[src/sv/evse_pilot_state_controller_unit_defines.svh]
// Assertion helpers for the pilot state controller.
`ifndef EVSE_PILOT_STATE_CONTROLLER_UNIT_DEFINES_SVH
`define EVSE_PILOT_STATE_CONTROLLER_UNIT_DEFINES_SVH

// Same-cycle implication, disabled during reset.
`define EPSC_ASSERT_IMPL(label, clk, rst, ante, cons) \
  label: assert property (@(posedge clk) disable iff (rst) (ante) |-> (cons)) \
    else $error("pilot controller: same-cycle check failed");

// Next-cycle implication, disabled during reset.
`define EPSC_ASSERT_NEXT(label, clk, rst, ante, cons) \
  label: assert property (@(posedge clk) disable iff (rst) (ante) |=> (cons)) \
    else $error("pilot controller: next-cycle check failed");

`endif

[src/sv/evse_psc_pkg.sv]
`timescale 1ns / 1ps

package evse_psc_pkg;

  typedef enum logic [2:0] {
    ST_UNDEF      = 3'd0,
    ST_IDLE       = 3'd1,
    ST_CONNECT    = 3'd2,
    ST_WAIT       = 3'd3,
    ST_CHARGE     = 3'd4,
    ST_FAN        = 3'd5,
    ST_DISCONNECT = 3'd6,
    ST_PAUSED     = 3'd7
  } pilot_state_t;

  localparam logic OP_STEP    = 1'b0;
  localparam logic OP_REFRESH = 1'b1;

  localparam logic [6:0] CUR_MAX   = 7'd80;
  localparam int         CUR_SPLIT = 50;

  // next state, indexed [current][measured or paused]
  localparam logic [2:0] NEXT_TBL [0:7][0:7] = '{
    '{ST_UNDEF, ST_IDLE,  ST_UNDEF,   ST_UNDEF, ST_UNDEF,  ST_UNDEF, ST_IDLE, ST_UNDEF},
    '{ST_IDLE,  ST_IDLE,  ST_CONNECT, ST_UNDEF, ST_UNDEF,  ST_UNDEF, ST_IDLE, ST_IDLE},
    '{ST_UNDEF, ST_IDLE,  ST_WAIT,    ST_WAIT,  ST_UNDEF,  ST_UNDEF, ST_IDLE, ST_IDLE},
    '{ST_UNDEF, ST_IDLE,  ST_WAIT,    ST_WAIT,  ST_CHARGE, ST_FAN,   ST_IDLE, ST_IDLE},
    '{ST_UNDEF, ST_UNDEF, ST_UNDEF,   ST_WAIT,  ST_CHARGE, ST_FAN,   ST_IDLE, ST_PAUSED},
    '{ST_UNDEF, ST_UNDEF, ST_UNDEF,   ST_WAIT,  ST_CHARGE, ST_FAN,   ST_IDLE, ST_PAUSED},
    '{ST_UNDEF, ST_IDLE,  ST_CONNECT, ST_UNDEF, ST_UNDEF,  ST_UNDEF, ST_IDLE, ST_IDLE},
    '{ST_UNDEF, ST_IDLE,  ST_CONNECT, ST_UNDEF, ST_UNDEF,  ST_UNDEF, ST_IDLE, ST_IDLE}
  };

  // minimum stable age in centiseconds, same indexing
  localparam logic [11:0] MIN_AGE_TBL [0:7][0:7] = '{
    '{12'd0, 12'd100, 12'd0,   12'd0, 12'd0,   12'd0,   12'd10, 12'd0},
    '{12'd0, 12'd0,   12'd100, 12'd0, 12'd0,   12'd0,   12'd0,  12'd0},
    '{12'd0, 12'd0,   12'd100, 12'd0, 12'd0,   12'd0,   12'd0,  12'd0},
    '{12'd0, 12'd0,   12'd0,   12'd0, 12'd100, 12'd100, 12'd0,  12'd0},
    '{12'd0, 12'd0,   12'd0,   12'd0, 12'd0,   12'd0,   12'd10, 12'd0},
    '{12'd0, 12'd0,   12'd0,   12'd0, 12'd0,   12'd0,   12'd10, 12'd0},
    '{12'd0, 12'd0,   12'd10,  12'd0, 12'd0,   12'd0,   12'd0,  12'd0},
    '{12'd0, 12'd0,   12'd10,  12'd0, 12'd0,   12'd0,   12'd10, 12'd2500}
  };

  // wait, charge, fan offer power; charge, fan, paused close the relay
  localparam logic [7:0] OFFERS_POWER = 8'b0011_1000;
  localparam logic [7:0] RELAY_FOR    = 8'b1011_0000;

  typedef struct packed {
    logic [2:0] state_now;
    logic       state_changed;
    logic       drive_valid;
    logic [9:0] pilot_compare;
    logic       relay_on;
    logic       relay_toggled;
    logic       power_offered;
  } step_res_t;

endpackage

[src/sv/evse_psc_duty.sv]
`timescale 1ns / 1ps

module evse_psc_duty #(
  parameter int PWM_TOP = 1000
) (
  input  logic [6:0] current_amps,
  output logic [9:0] duty
);
  import evse_psc_pkg::*;

  localparam int TOP5  = PWM_TOP / 5;
  localparam int TOP10 = PWM_TOP / 10;
  localparam int LUT_N = 81;

  function automatic int duty_calc(input int c);
    int r;
    if (c < CUR_SPLIT) r = (c * TOP5 + 6) / 12;
    else               r = (c * TOP10 + 160 * TOP10 + 12) / 25;
    return r;
  endfunction

  logic [9:0] lut [LUT_N];
  logic [6:0] amps_clamped;

  for (genvar g = 0; g < LUT_N; g++) begin : g_lut
    assign lut[g] = 10'(duty_calc(g));
  end

  assign amps_clamped = (current_amps > CUR_MAX) ? CUR_MAX : current_amps;
  assign duty = lut[amps_clamped];

endmodule

[src/sv/evse_psc_step.sv]
`timescale 1ns / 1ps

module evse_psc_step #(
  parameter int PWM_TOP = 1000
) (
  input  logic                     opcode,
  input  logic                     in_range,
  input  logic [2:0]               state_cur,
  input  logic                     relay_cur,
  input  logic [2:0]               measured_state,
  input  logic [14:0]              measured_age,
  input  logic                     paused,
  input  logic                     conditions_ok,
  input  logic [9:0]               duty,
  output evse_psc_pkg::step_res_t  res
);
  import evse_psc_pkg::*;

  localparam logic [9:0] TOP_CMP = 10'(PWM_TOP);

  logic [2:0]  col;
  logic [2:0]  nx;
  logic [11:0] min_age;
  logic        move;
  logic        refresh_drive;
  logic        relay_new;
  logic [2:0]  st_new;

  always_comb begin
    col           = paused ? ST_PAUSED : measured_state;
    nx            = NEXT_TBL[state_cur][col];
    min_age       = MIN_AGE_TBL[state_cur][col];
    move          = (opcode == OP_STEP) && (measured_age >= 15'(min_age)) &&
                    (nx != state_cur) && conditions_ok;
    refresh_drive = (opcode == OP_REFRESH) && OFFERS_POWER[state_cur];
    st_new        = move ? nx : state_cur;
    relay_new     = move ? RELAY_FOR[nx] : relay_cur;

    res = '0;
    if (in_range) begin
      res.state_now     = st_new;
      res.state_changed = move;
      res.drive_valid   = move || refresh_drive;
      if (move) res.pilot_compare = OFFERS_POWER[nx] ? duty : TOP_CMP;
      else if (refresh_drive) res.pilot_compare = duty;
      res.relay_on      = relay_new;
      res.relay_toggled = relay_new != relay_cur;
      res.power_offered = OFFERS_POWER[st_new];
    end
  end

endmodule

[src/sv/evse_pilot_state_controller_unit.sv]
`timescale 1ns / 1ps
// Pilot state controller for a multi-port charging station.
// Input channel (in_valid/in_ready): one item per transfer, naming a port and
// either a state step (opcode 0) or a pilot duty refresh (opcode 1).
// Output channel (out_valid/out_ready): exactly one result per input item,
// in input order: new port state, change flag, pilot compare, relay command.
// Stages: the input register loads on the input transfer; table lookup, duty
// table and per-port state update then feed the result register, which loads
// when it is empty or out_ready is high, and then raises out_valid.
// Throughput: 1 item per cycle while out_ready is high; per-port state is
// written as an item moves into the result register, so the following item
// sees it directly. When out_ready is low the result register holds and the
// input register keeps accepting until it is full, then in_ready drops.
// Reset: every port goes to idle with its relay off; both stages empty.
// Ports at or above PORT_COUNT return zeros and change no state.
`include "evse_pilot_state_controller_unit_defines.svh"

module evse_pilot_state_controller_unit #(
  parameter int PORT_COUNT = 6,
  parameter int PWM_TOP    = 1000
) (
  input  logic        clk,
  input  logic        rst,
  input  logic        in_valid,
  output logic        in_ready,
  input  logic        opcode,
  input  logic [2:0]  port,
  input  logic [2:0]  measured_state,
  input  logic [14:0] measured_age,
  input  logic        paused,
  input  logic        conditions_ok,
  input  logic [6:0]  current_amps,
  output logic        out_valid,
  input  logic        out_ready,
  output logic [2:0]  port_out,
  output logic [2:0]  state_now,
  output logic        state_changed,
  output logic        drive_valid,
  output logic [9:0]  pilot_compare,
  output logic        relay_on,
  output logic        relay_toggled,
  output logic        power_offered
);
  import evse_psc_pkg::*;

  localparam int NSLOT  = (PORT_COUNT < 8) ? PORT_COUNT : 8;
  localparam int SLOT_W = (NSLOT > 1) ? $clog2(NSLOT) : 1;

  logic             s1_valid;
  logic             s1_opcode;
  logic [2:0]       s1_port;
  logic [2:0]       s1_meas;
  logic [14:0]      s1_age;
  logic             s1_paused;
  logic             s1_ok;
  logic [6:0]       s1_amps;

  logic [2:0]       port_state  [NSLOT];
  logic             relay_state [NSLOT];

  logic             advance;
  logic             s1_fire;
  logic             in_range;
  logic [SLOT_W-1:0] slot;
  logic [2:0]       state_cur;
  logic             relay_cur;
  logic [9:0]       duty;
  step_res_t        res;

  assign advance  = !out_valid || out_ready;
  assign s1_fire  = s1_valid && advance;
  assign in_ready = !s1_valid || advance;

  assign in_range  = 32'(s1_port) < PORT_COUNT;
  assign slot      = SLOT_W'(s1_port);
  assign state_cur = in_range ? port_state[slot] : ST_IDLE;
  assign relay_cur = in_range ? relay_state[slot] : 1'b0;

  evse_psc_duty #(.PWM_TOP(PWM_TOP)) u_duty (
    .current_amps (s1_amps),
    .duty         (duty)
  );

  evse_psc_step #(.PWM_TOP(PWM_TOP)) u_step (
    .opcode         (s1_opcode),
    .in_range       (in_range),
    .state_cur      (state_cur),
    .relay_cur      (relay_cur),
    .measured_state (s1_meas),
    .measured_age   (s1_age),
    .paused         (s1_paused),
    .conditions_ok  (s1_ok),
    .duty           (duty),
    .res            (res)
  );

  always_ff @(posedge clk) begin
    if (rst) begin
      s1_valid  <= 1'b0;
      out_valid <= 1'b0;
      for (int i = 0; i < NSLOT; i++) begin
        port_state[i]  <= ST_IDLE;
        relay_state[i] <= 1'b0;
      end
    end else begin
      if (in_ready) s1_valid <= in_valid;
      if (advance) out_valid <= s1_valid;
      if (s1_fire && in_range) begin
        port_state[slot]  <= res.state_now;
        relay_state[slot] <= res.relay_on;
      end
    end
  end

  always_ff @(posedge clk) begin
    if (in_valid && in_ready) begin
      s1_opcode <= opcode;
      s1_port   <= port;
      s1_meas   <= measured_state;
      s1_age    <= measured_age;
      s1_paused <= paused;
      s1_ok     <= conditions_ok;
      s1_amps   <= current_amps;
    end
    if (s1_fire) begin
      port_out      <= s1_port;
      state_now     <= res.state_now;
      state_changed <= res.state_changed;
      drive_valid   <= res.drive_valid;
      pilot_compare <= res.pilot_compare;
      relay_on      <= res.relay_on;
      relay_toggled <= res.relay_toggled;
      power_offered <= res.power_offered;
    end
  end

  `EPSC_ASSERT_IMPL(a_toggle_needs_move, clk, rst, out_valid && relay_toggled, state_changed)
  `EPSC_ASSERT_IMPL(a_move_drives, clk, rst, out_valid && state_changed, drive_valid)
  `EPSC_ASSERT_IMPL(a_idle_cmp_zero, clk, rst, out_valid && !drive_valid, pilot_compare == 10'd0)
  `EPSC_ASSERT_IMPL(a_range_quiet, clk, rst, out_valid && (32'(port_out) >= PORT_COUNT),
                    !drive_valid && !relay_on && (state_now == ST_UNDEF))
  `EPSC_ASSERT_NEXT(a_stage_holds, clk, rst, s1_valid && !advance, s1_valid)

endmodule

[config.mk]
export PLATFORM = sky130hd
export DESIGN_NAME = evse_pilot_state_controller_unit
export DESIGN_NICKNAME = d
export VERILOG_FILES = /design/src/sv/evse_psc_pkg.sv /design/src/sv/evse_psc_duty.sv /design/src/sv/evse_psc_step.sv /design/src/sv/evse_pilot_state_controller_unit.sv
export VERILOG_INCLUDE_DIRS = /design/src /design/src/sv
export SDC_FILE = /design/constraint.sdc
export NUM_CORES = 1
export LEC_CHECK = 0
export ABC_AREA = 1
export BUFFER_PORTS_ARGS = -buffer_cell sky130_fd_sc_hd__buf_2
export CAP_MARGIN = 20
export CORE_MARGIN = 4
export CORE_UTILIZATION = 59
export CTS_BUF_LIST = sky130_fd_sc_hd__clkbuf_16
export DETAILED_ROUTE_END_ITERATION = 8
export PLACE_DENSITY = 0.79
export SLEW_MARGIN = 25
export SYNTH_ARGS = -nofsm -noshare
export SYNTH_HDL_FRONTEND = slang
export SYNTH_HIERARCHICAL = 1
export SYNTH_SLANG_ARGS = --single-unit
[constraint.sdc]
create_clock -name clk -period 8.7 [get_ports clk]
set_input_delay 0.435 -clock clk [delete_from_list [all_inputs] [get_ports clk]]
set_output_delay 0.435 -clock clk [all_outputs]
set_load 0.005 [all_outputs]
==> impl_metrics.tcl, run 1 <==
set metrics [dict create \
    status "completed" \
    pin_count 58 \
    fin_crit_ps 4910 \
    ctsHoldBuffers 0 \
    yosys_warnings 6 \
    synthFlopType "edfxtp_1" \
    vias 4140 \
    wl_met2_mm 5.13 \
    cp-end-kind "flip-flop" \
    grt_use_total_pct 23.0 \
    clockRootBuffer "clkbuf_16" \
    skew_ps 11.9 \
    final-hold-violation-count 0 \
    rsz0062_at_grt "no" \
    routedWlPerCell_um 14.3 \
    cts_setup_buffers 0 \
    cts_max_level 3 \
    route.final.wire_length_mm 10.9 \
    synthCells 589 \
    synth_simple_gate_area_share_pct 28.9 \
    antenna_found_initial 0 \
    clkTransAtPathRegs_ps 70 \
    synth_edf_count 84 \
    synth.most_common_cell "nand2_1" \
    worst_slew_margin_rel_pct 40.5 \
    die_x_um 101 \
    place_congestion 1.01 \
    maxCapViolCount 0 \
    setup_tns_ps 0 \
    wirelength_met1_mm 4.74 \
    synth_top_family_by_area "simple AND/OR/NAND/NOR gates" \
    row_count 33 \
    fin_util_pct 69.9 \
    grt_pass1_vias 4004 \
    vias_per_cell 5.42 \
    synth-xor-area-share_pct 0 \
    synth_common_cells "nand2_1, edfxtp_1, inv_1" \
    firstDrtPassIters 5 \
    slew_violations 0 \
    setup_violations 0 \
    worstMarginPinSlew_ps 890 \
    synth-compound-area-share_pct 6.97 \
    clock_latency_ps 340 \
    cts_tree "done" \
    max_clock_freq_mhz 204 \
    start_util_pct 61.7 \
    cts_made_buffers 9 \
    overflow 0 \
    clk_path_buf_depth 2 \
    grt_pass1_wl_mm 18.6 \
    synthMuxAreaShare_pct 0 \
    synth_fa_ha_area_share_pct 5.10 \
    nNetsFinal 710 \
    final.period_utilization_pct 56.4 \
    syn_area_mm2 0.00515 \
    cp.arrival_ps 5100 \
    total_power_mw 1.09 \
    dr_wl_met3_um 819 \
    ys_types 41 \
    grt_max_degree 37 \
    ys_seq_area_share_pct 50.9 \
    cts_resized 0 \
    core_mm2 0.00834 \
    dp_hpwl_mm 8.05 \
    synth_area_per_cell_um2 8.74 \
    critPathKind "flip-flop to flip-flop" \
    yosysTopAreaCellShare_pct 49.0 \
    cp-start-kind "flip-flop" \
    drtIter0Drc 277 \
    die_y_um 101 \
    leakagePower_nw 2.67 \
    io_buffers 57 \
    synthTopCellsByArea "edfxtp_1, nand2_1, nand3_1" \
    top_layer "met4" \
    synth_top_area_cell "edfxtp_1" \
    drive_above_1_share_pct 19.3 \
    antennaDiodeCount 0 \
    cp_max_fo 17 \
    die_area_mm2 0.0103 \
    required_ps 8890 \
    drcViolationCount 0 \
    p_per_area_mw_per_mm2 187 \
    ir_drop_mv 0.125 \
    holdCritPathClass "input pin to flip-flop" \
    layout-area-overhead-vs-synth_pct 13.3 \
    synth_seq_cells 89 \
    drtAntennaViolNets 0 \
    clock_sinks 89 \
    synth_async_sr_flop_share_pct 0 \
]
## registers in the layout, indices dropped and copies added, names as in the netlist, 3 cells and up, named ones only
signal,flops
state_now,3
relay_state,8
s1_meas,3
port_state,24
pilot_compare,10
s1_amps,7
s1_age,15
port_out,3
s1_port,3
## path summary, 6_finish.rpt
| check | startpoint | endpoint | slack [ps] | cells after the start |
|---|---|---|---|---|
| setup reg to reg | flip-flop | port_state[3][1] | 3790 | 27 |
| setup / recovery | flip-flop | port_state[3][1] | 3790 | 27 |
| hold / removal | measured_age[5] | s1_age[5] | 270 | 1 |
| hold reg to reg | s1_port[0] | port_out[0] | 510 | 0 |
## cells in the final DEF, fill, tap and decap left out, types with 4 or more instances in the layout
master     instances
nor2_1            52
o21ai_1            8
a21oi_1           15
ha_1              21
nand2_1          150
buf_2             57
inv_1             83
nand4_1            8
nand3_1           63
nand2_2           12
dfxtp_1            5
conb_1             8
inv_2             11
edfxtp_1          84
nor3_1             4
nor2_2             7
o21ai_0           14
nand2_4            6
clkbuf_16          9
nor2_4             7
o21a_1             7
## per-stage QoR
stage               std cells  instance area, um^2  hold slack, ps  setup WS (ps)
finish                    764                 5830             265           3790
global route              764                 5830             252           3400
CTS                       764                 5830             257           3870
detailed placement        748                 5540             471           3920
floorplan                 596                 5170             450           4780
global placement          748                 5540             475           4160
## kinds of logic after synthesis
family	Yosys count
flip-flops	89
buffers and inverters	104
AO/OA/AOI/OAI	56
adder cells (fa/ha/maj)	21
other	1
AND/OR/NAND/NOR	318
## worst max-delay path, stage by stage, from the launching register on
cell      delay, ps
dfxtp_1         640
inv_2           240
nand2_1         110
nand3_1          70
nand3_1         100
nand2_1          50
nor2_1          410
inv_1           270
ha_1            340
a32o_1          220
nand2_1          50
nand2_1          60
a21boi_0        250
ha_1            310
a21oi_1         160
o21a_1          140
nand2_1          50
nand2_1          50
nand3_1         120
nand2_1         170
inv_1           120
nand2_4         110
nand2_1          50
nand2_1         100
inv_2            40
nor2_1          140
nand2_1         180
nor2_1          180
## layout make-up
class                      count  area, um^2
inverter                      93         352
sequential                    89        2620
multi-input combinational    403        2140
fill                         651        2510
clock buffer                   9         225
clock inverter                 7        70.1
tap                          105         131
timing repair buffer          58         293
## where the power goes
| part | internal [mW] | leakage (nW) | switching (mW) |
|---|---|---|---|
| Sequential | 0.496 | 0.854 | 0.0160 |
| Clock | 0.222 | 0.145 | 0.159 |
| Combinational | 0.0655 | 1.67 | 0.129 |
## per-layer routing
layer,up-vias,track usage [%]
met5,-,0
met4,0,8.79
met3,21,4.13
met2,179,36.8
met1,1883,31.4
li1,2057,-
Note: power is estimated with default switching activity, not from simulation.
==> run 2: changes to the inputs <==
--- a/config.mk
+++ b/config.mk
@@ -6,14 +6,14 @@
 export SDC_FILE = /design/constraint.sdc
 export NUM_CORES = 1
 export LEC_CHECK = 0
-export ABC_AREA = 1
+export ABC_AREA = 0
 export BUFFER_PORTS_ARGS = -buffer_cell sky130_fd_sc_hd__buf_2
 export CAP_MARGIN = 20
 export CORE_MARGIN = 4
-export CORE_UTILIZATION = 59
+export CORE_UTILIZATION = 53
 export CTS_BUF_LIST = sky130_fd_sc_hd__clkbuf_16
 export DETAILED_ROUTE_END_ITERATION = 8
-export PLACE_DENSITY = 0.79
+export PLACE_DENSITY = 0.75
 export SLEW_MARGIN = 25
 export SYNTH_ARGS = -nofsm -noshare
 export SYNTH_HDL_FRONTEND = slang
==> constraint.sdc (replaced) <==
create_clock -name clk -period 4.1 [get_ports clk]
set_input_delay 0.205 -clock clk [delete_from_list [all_inputs] [get_ports clk]]
set_output_delay 0.205 -clock clk [all_outputs]
set_load 0.005 [all_outputs]
==> run 2 against run 1 <==
The flow now finishes with violations (negative setup slack). Total power up 120%. Synthesized cell count fell by 24%. Combinational power increased to 2.5 times the previous value. Die area is 8.2% higher. Register-to-register slack lost 4000 ps. Highest routed layer unchanged.
==> impl_metrics.tcl, run 2 <==
set metrics [dict create \
    vias 3985 \
    synthCells 449 \
    cp_max_fo 5 \
    largest_register "port_state" \
    busiest_layer "met2" \
    share_comb_of_total_power_pct 20.8 \
    rsz0062_at_grt "yes" \
    seqPwrFrac_pct 46.0 \
    die_area_mm2 0.0111 \
    required_ps 4180 \
    leakagePower_nw 2.42 \
    worstMarginPinSlew_ps 952 \
    clock_latency_ps 340 \
    synth_area_per_cell_um2 11.2 \
    final-hold-violation-count 0 \
    violations "negative setup slack" \
    slowest_stage "or4_1" \
    fin_ws_ps -192 \
    use_met1_pct 27.4 \
    pin_count 58 \
    fillers 675 \
    met2_usage_pct 37.0 \
    route.final.wire_length_mm 11.8 \
    cp-start-kind "flip-flop" \
    synthFlopType "edfxtp_1" \
    synth_common_cells "edfxtp_1, nand2_1, nor2_1" \
    clockRootBuffer "clkbuf_16" \
    antenna_found_initial 0 \
    cts_made_buffers 9 \
    yosys_warnings 6 \
    sw_frac_of_total_pct 28.2 \
    post-place-ws_ps -335 \
    ctsHoldBuffers 0 \
    nNetsFinal 603 \
    start_util_pct 54.5 \
    ys_types 71 \
    place_congestion 0.863 \
    yosysTopAreaCellShare_pct 50.1 \
    grt_max_degree 32 \
    cts_tree "done" \
    drive_above_1_share_pct 33.5 \
    dp_hpwl_mm 7.96 \
    clkTransAtPathRegs_ps 70 \
    grt_use_total_pct 21.5 \
    timing.hold.ws_ps 37.6 \
    synth_edf_count 84 \
    crit_top_cell "ha_4" \
    grt_pass1_wl_mm 19.1 \
    met3_usage_pct 3.12 \
    cts_max_level 3 \
    dpl.cell_count 653 \
    grt_pass1_vias 3852 \
    fin_crit_ps 4290 \
    die_y_um 105 \
    clock_sinks 89 \
    crit_chain "buf_6 -> mux2_4 -> o22ai_2 -> o31ai_2 -> inv_1 -> ha_4 -> nand2_2 -> nor2_2 -> a31oi_1 -> o22ai_1 -> nand2_1 -> and2_4 -> ha_4 -> nand4_1 -> nor3_2 -> a41oi_2 -> o32ai_4 -> mux2i_1 -> nor2b_2 -> or4_1" \
    fin_util_pct 67.9 \
    skew_ps 8.37 \
    antennaDiodeCount 0 \
    synth.most_common_cell "edfxtp_1" \
    ir_drop_mv 0.215 \
    die_x_um 105 \
    synthTopCellsByArea "edfxtp_1, ha_1, nand2_1" \
    maxCapViolCount 0 \
    row_count 35 \
    place_area_mm2 0.00574 \
    final_common_cell "edfxtp_1" \
    reg_top3 "port_state: 24 flops, s1_age: 15 flops, pilot_compare: 10 flops" \
    routedWlPerCell_um 17.3 \
    design_area_mm2 0.00627 \
    largest_register_ffs 24 \
    vias_per_cell 5.85 \
    io_buffers 57 \
    clk_path_buf_depth 2 \
    p_per_area_mw_per_mm2 379 \
    overflow 0 \
    cpPeakStageDelay_ps 500 \
    final.period_utilization_pct 105 \
    synth_seq_cells 89 \
    p_int_mw 1.71 \
    synth_async_sr_flop_share_pct 0 \
    setup_tns_ps -3070 \
    stdcell_count 681 \
    slew_violations 0 \
    status "finished, violations left" \
    cp.arrival_ps 4370 \
    critPathKind "flip-flop to flip-flop" \
    firstDrtPassIters 5 \
    syn_area_mm2 0.00504 \
    holdCritPathClass "input pin to flip-flop" \
    most-common-layout-cells "edfxtp_1, buf_2, buf_4, nand2_1" \
    setup_violations 39 \
    max_clock_freq_mhz 233 \
    ys_seq_area_share_pct 52.1 \
    drcViolationCount 0 \
    drtIter0Drc 284 \
    core_mm2 0.00924 \
    switchingPower_mw 0.672 \
    total_power_mw 2.38 \
    cp-end-kind "flip-flop" \
    synth_top_area_cell "edfxtp_1" \
    layout-area-overhead-vs-synth_pct 24.6 \
    clkPwrFrac_pct 33.2 \
    worst_slew_margin_rel_pct 36.5 \
    drtAntennaViolNets 0 \
]
==> run 2: repair_timing <==
item                                    4_1_cts  5_1_grt
resized for setup                            26       16
buffers inserted                              9        3
pin swaps                                    16       13
endpoints found under the setup margin       48       50
==> run 2: final cells by class <==
type	count	area (um^2)	area share, %
clock buffers	9	225	3.59
multi-input cells	317	2410	38.5
flip-flops and latches	89	2630	41.9
repair buffers	105	688	11.0
clock inverters	7	62.6	0.997
well taps	129	161	2.57
inverters	25	93.8	1.50
==> run 2: routing by layer <==
metal / routed length [um] / vias up / share of wire, %
li1: - / 1912 / -
met1: 4830 / 1911 / 41
met2: 5990 / 134 / 51
met3: 630 / 28 / 5.4
met4: 296 / 0 / 2.5
met5: 0 / - / 0
==> run 2: logic make-up after synthesis <==
group	after synthesis	share of synthesized area (%)
and+or+nand+nor	153	16.0
AOI/OAI and AO/OA	116	17.6
DFF	89	52.1
buffers and inverters	50	4.79
adders and majority gates	22	5.44
muxes	16	3.68
xor gates and xnor gates	2	0.348
other	1	0.0745
==> run 2: worst max-delay path: cells and delay by family, from the launching register on <==
kind	cells	cell delay, ps
buf+inv	2	260
compound gates	6	1130
mux	2	450
simple gates	8	1290
fa+ha+maj	2	530
flops	1	370
==> run 2: power groups by stage <==
stage               sequential, mW  clock [mW]  combinational [mW]
floorplan                     1.09           0               0.305
global placement              1.11           0               0.423
detailed placement            1.11           0               0.437
CTS                           1.09       0.801               0.468
global route                  1.10       0.840               0.538
finish                        1.09       0.790               0.494
==> run 2: path summary, 6_finish.rpt <==
path,endpoint,cells past startpoint,start,slack (ps)
worst max-delay path,port_state[1][0],20,flip-flop,-190
worst min-delay path,s1_age[2],1,measured_age[2],40
worst max register to register,port_state[1][0],20,flip-flop,-190
worst min register to register,port_out[1],1,s1_port[1],590
==> run 3: changes to the inputs <==
--- a/config.mk
+++ b/config.mk
@@ -13,6 +13,7 @@
 export CORE_UTILIZATION = 53
 export CTS_BUF_LIST = sky130_fd_sc_hd__clkbuf_16
 export DETAILED_ROUTE_END_ITERATION = 8
+export GPL_TIMING_DRIVEN = 0
 export PLACE_DENSITY = 0.75
 export SLEW_MARGIN = 25
 export SYNTH_ARGS = -nofsm -noshare
==> run 3 against run 2 <==
Register-to-register slack lost 170 ps. Final cell count is 0.15% lower. The flow still finishes with violations (negative setup slack). Clock power grew 7.6%. Non-clock buffer count decreased by 1. Largest power group unchanged.
==> impl_metrics.tcl, run 3 (synthesis results as in run 2) <==
set metrics [dict create \
    vias_per_cell 5.80 \
    cp.depth 20 \
    busiest_layer "met2" \
    leakagePower_nw 2.43 \
    final.period_utilization_pct 109 \
    skew_ps 14.1 \
    antennaDiodeCount 0 \
    violations "negative setup slack" \
    cp.arrival_ps 4540 \
    slew_violations 0 \
    use_met1_pct 26.4 \
    cpLargestDelayFamily "simple AND/OR/NAND/NOR gates" \
    required_ps 4180 \
    grt_max_degree 32 \
    clock_sinks 89 \
    drtAntennaViolNets 0 \
    clkTransAtPathRegs_ps 70 \
    hold_start "measured_age[8]" \
    hold_depth 1 \
    status "finished, violations left" \
    slowest_stage "o32ai_4" \
    cts_max_level 3 \
    row_count 35 \
    drive_above_1_share_pct 37.0 \
    routedWlPerCell_um 17.3 \
    drtIter0Drc 282 \
    maxCapViolCount 0 \
    cp-end-kind "flip-flop" \
    reg_top3 "port_state: 24 flops, s1_age: 15 flops, pilot_compare: 10 flops" \
    regToRegEndpoint "port_state[0][0]" \
    vias 3944 \
    worstMarginPinSlew_ps 866 \
    die_y_um 105 \
    holdCritPathClass "input pin to flip-flop" \
    fin_crit_ps 4460 \
    grt_pass1_wl_mm 18.8 \
    clock_latency_ps 340 \
    hold_path_end "s1_age[8]" \
    worst_slew_margin_rel_pct 41.7 \
    stdcell_count 680 \
    ff2ff_setup_slack_ps -360 \
    grt_use_total_pct 21.1 \
    dp_hpwl_mm 7.97 \
    fin_ws_ps -357 \
    die_x_um 105 \
    max_clock_freq_mhz 224 \
    met2_usage_pct 37.8 \
    layout-area-overhead-vs-synth_pct 27.7 \
    critPathKind "flip-flop to flip-flop" \
    crit_buf_inv 4 \
    antenna_found_initial 0 \
    clockRootBuffer "clkbuf_16" \
    r2r_cells 20 \
    route.final.wire_length_mm 11.8 \
    cpPeakStageDelay_ps 390 \
    cp-start-kind "flip-flop" \
    place_congestion 0.922 \
    io_buffers 57 \
    cts_tree "done" \
    nNetsFinal 602 \
    p_per_area_mw_per_mm2 386 \
    core_mm2 0.00924 \
    die_area_mm2 0.0111 \
    fin_util_pct 69.6 \
    crit_chain "buf_8 -> buf_8 -> mux2_4 -> o21ai_4 -> nor4_4 -> buf_4 -> ha_2 -> nand2_1 -> o22ai_1 -> nand2_1 -> and2_4 -> ha_4 -> nand4_1 -> nor3_2 -> a41oi_2 -> o32ai_4 -> mux2i_1 -> nor2b_2 -> buf_4 -> or3_1" \
    start_util_pct 54.5 \
    met3_usage_pct 3.67 \
    pin_count 58 \
    grt_pass1_vias 3872 \
    design_area_mm2 0.00643 \
    dpl.cell_count 642 \
    setup_tns_ps -9530 \
    overflow 0 \
    final_common_cell "edfxtp_1" \
    ctsHoldBuffers 0 \
    drcViolationCount 0 \
    setup_violations 47 \
    most-common-layout-cells "edfxtp_1, buf_2, nand2_1, o21ai_0, buf_4" \
    ir_drop_mv 0.251 \
    cts_made_buffers 9 \
    largest_register "port_state" \
    clk_path_buf_depth 2 \
    place_area_mm2 0.00563 \
    final-hold-violation-count 0 \
    largest_register_ffs 24 \
    firstDrtPassIters 6 \
    rsz0062_at_grt "yes" \
    cp_max_fo 10 \
]
[run 3: cell types whose count changed in the layout (fill, tap and decap cells not counted), sizes merged]
cell,delta
clkbuf,+7
inv,-1
bufinv,+1
clkinv,-1
clkinvlp,+1
buf,-8
[run 3: layout make-up]
type | instances | area, um^2
Sequential cell | 89 | 2630
Inverter | 25 | 100
Clock buffer | 9 | 225
Fill cell | 642 | 2810
Multi-Input combinational cell | 317 | 2570
Clock inverter | 7 | 82.6
Tap cell | 129 | 161
Buffer | 25 | 179
Timing Repair Buffer | 79 | 489
[run 3: routing by layer]
metal | part of all wire (%) | vias to the layer above | wire [um]
li1 | - | 1911 | -
met3 | 4.7 | 23 | 549
met5 | 0 | - | 0
met1 | 42 | 1881 | 4910
met4 | 1.9 | 0 | 228
met2 | 52 | 129 | 6110
[run 3: power breakdown]
part           switching, mW  internal (mW)
Combinational          0.309          0.244
Sequential            0.0280           1.05
Clock                  0.366          0.484
[run 3: worst reg2reg max path: cells and delay by family (launching register included)]
family,cells,cell delay [ps]
simple gates,8,1450
compound gates,4,760
buf+inv,4,680
fa+ha+maj,2,510
mux,2,490
flops,1,330
[run 3: through the flow]
stage | power [mW] | hold WS [ps] | worst slack [ps]
global placement | 1.50 | 381 | -1130
finish | 2.48 | 38.3 | -357
detailed placement | 1.52 | 383 | -1180
floorplan | 1.40 | 304 | -286
CTS | 2.41 | 31.9 | -272
global route | 2.59 | 24.7 | -542
[run 3: timing repair]
action / 4_1_cts / 5_1_grt
resized for setup: 19 / 58
gates cloned: 0 / 1
pin swaps: 8 / 21
setup buffers: 17 / 4
endpoints found under the setup margin: 50 / 50
[run 3: worst max-delay path by stage]
| stage | slack [ps] | endpoint | startpoint |
|---|---|---|---|
| detailed placement | -1180 | relay_state[3] | s1_port[2] |
| global placement | -1130 | relay_state[1] | s1_port[1] |
| global route | -540 | relay_state[3] | flip-flop |
| finish | -360 | port_state[0][0] | flip-flop |
| floorplan | -290 | port_state[1][0] | flip-flop |
| CTS | -270 | port_state[1][0] | flip-flop |
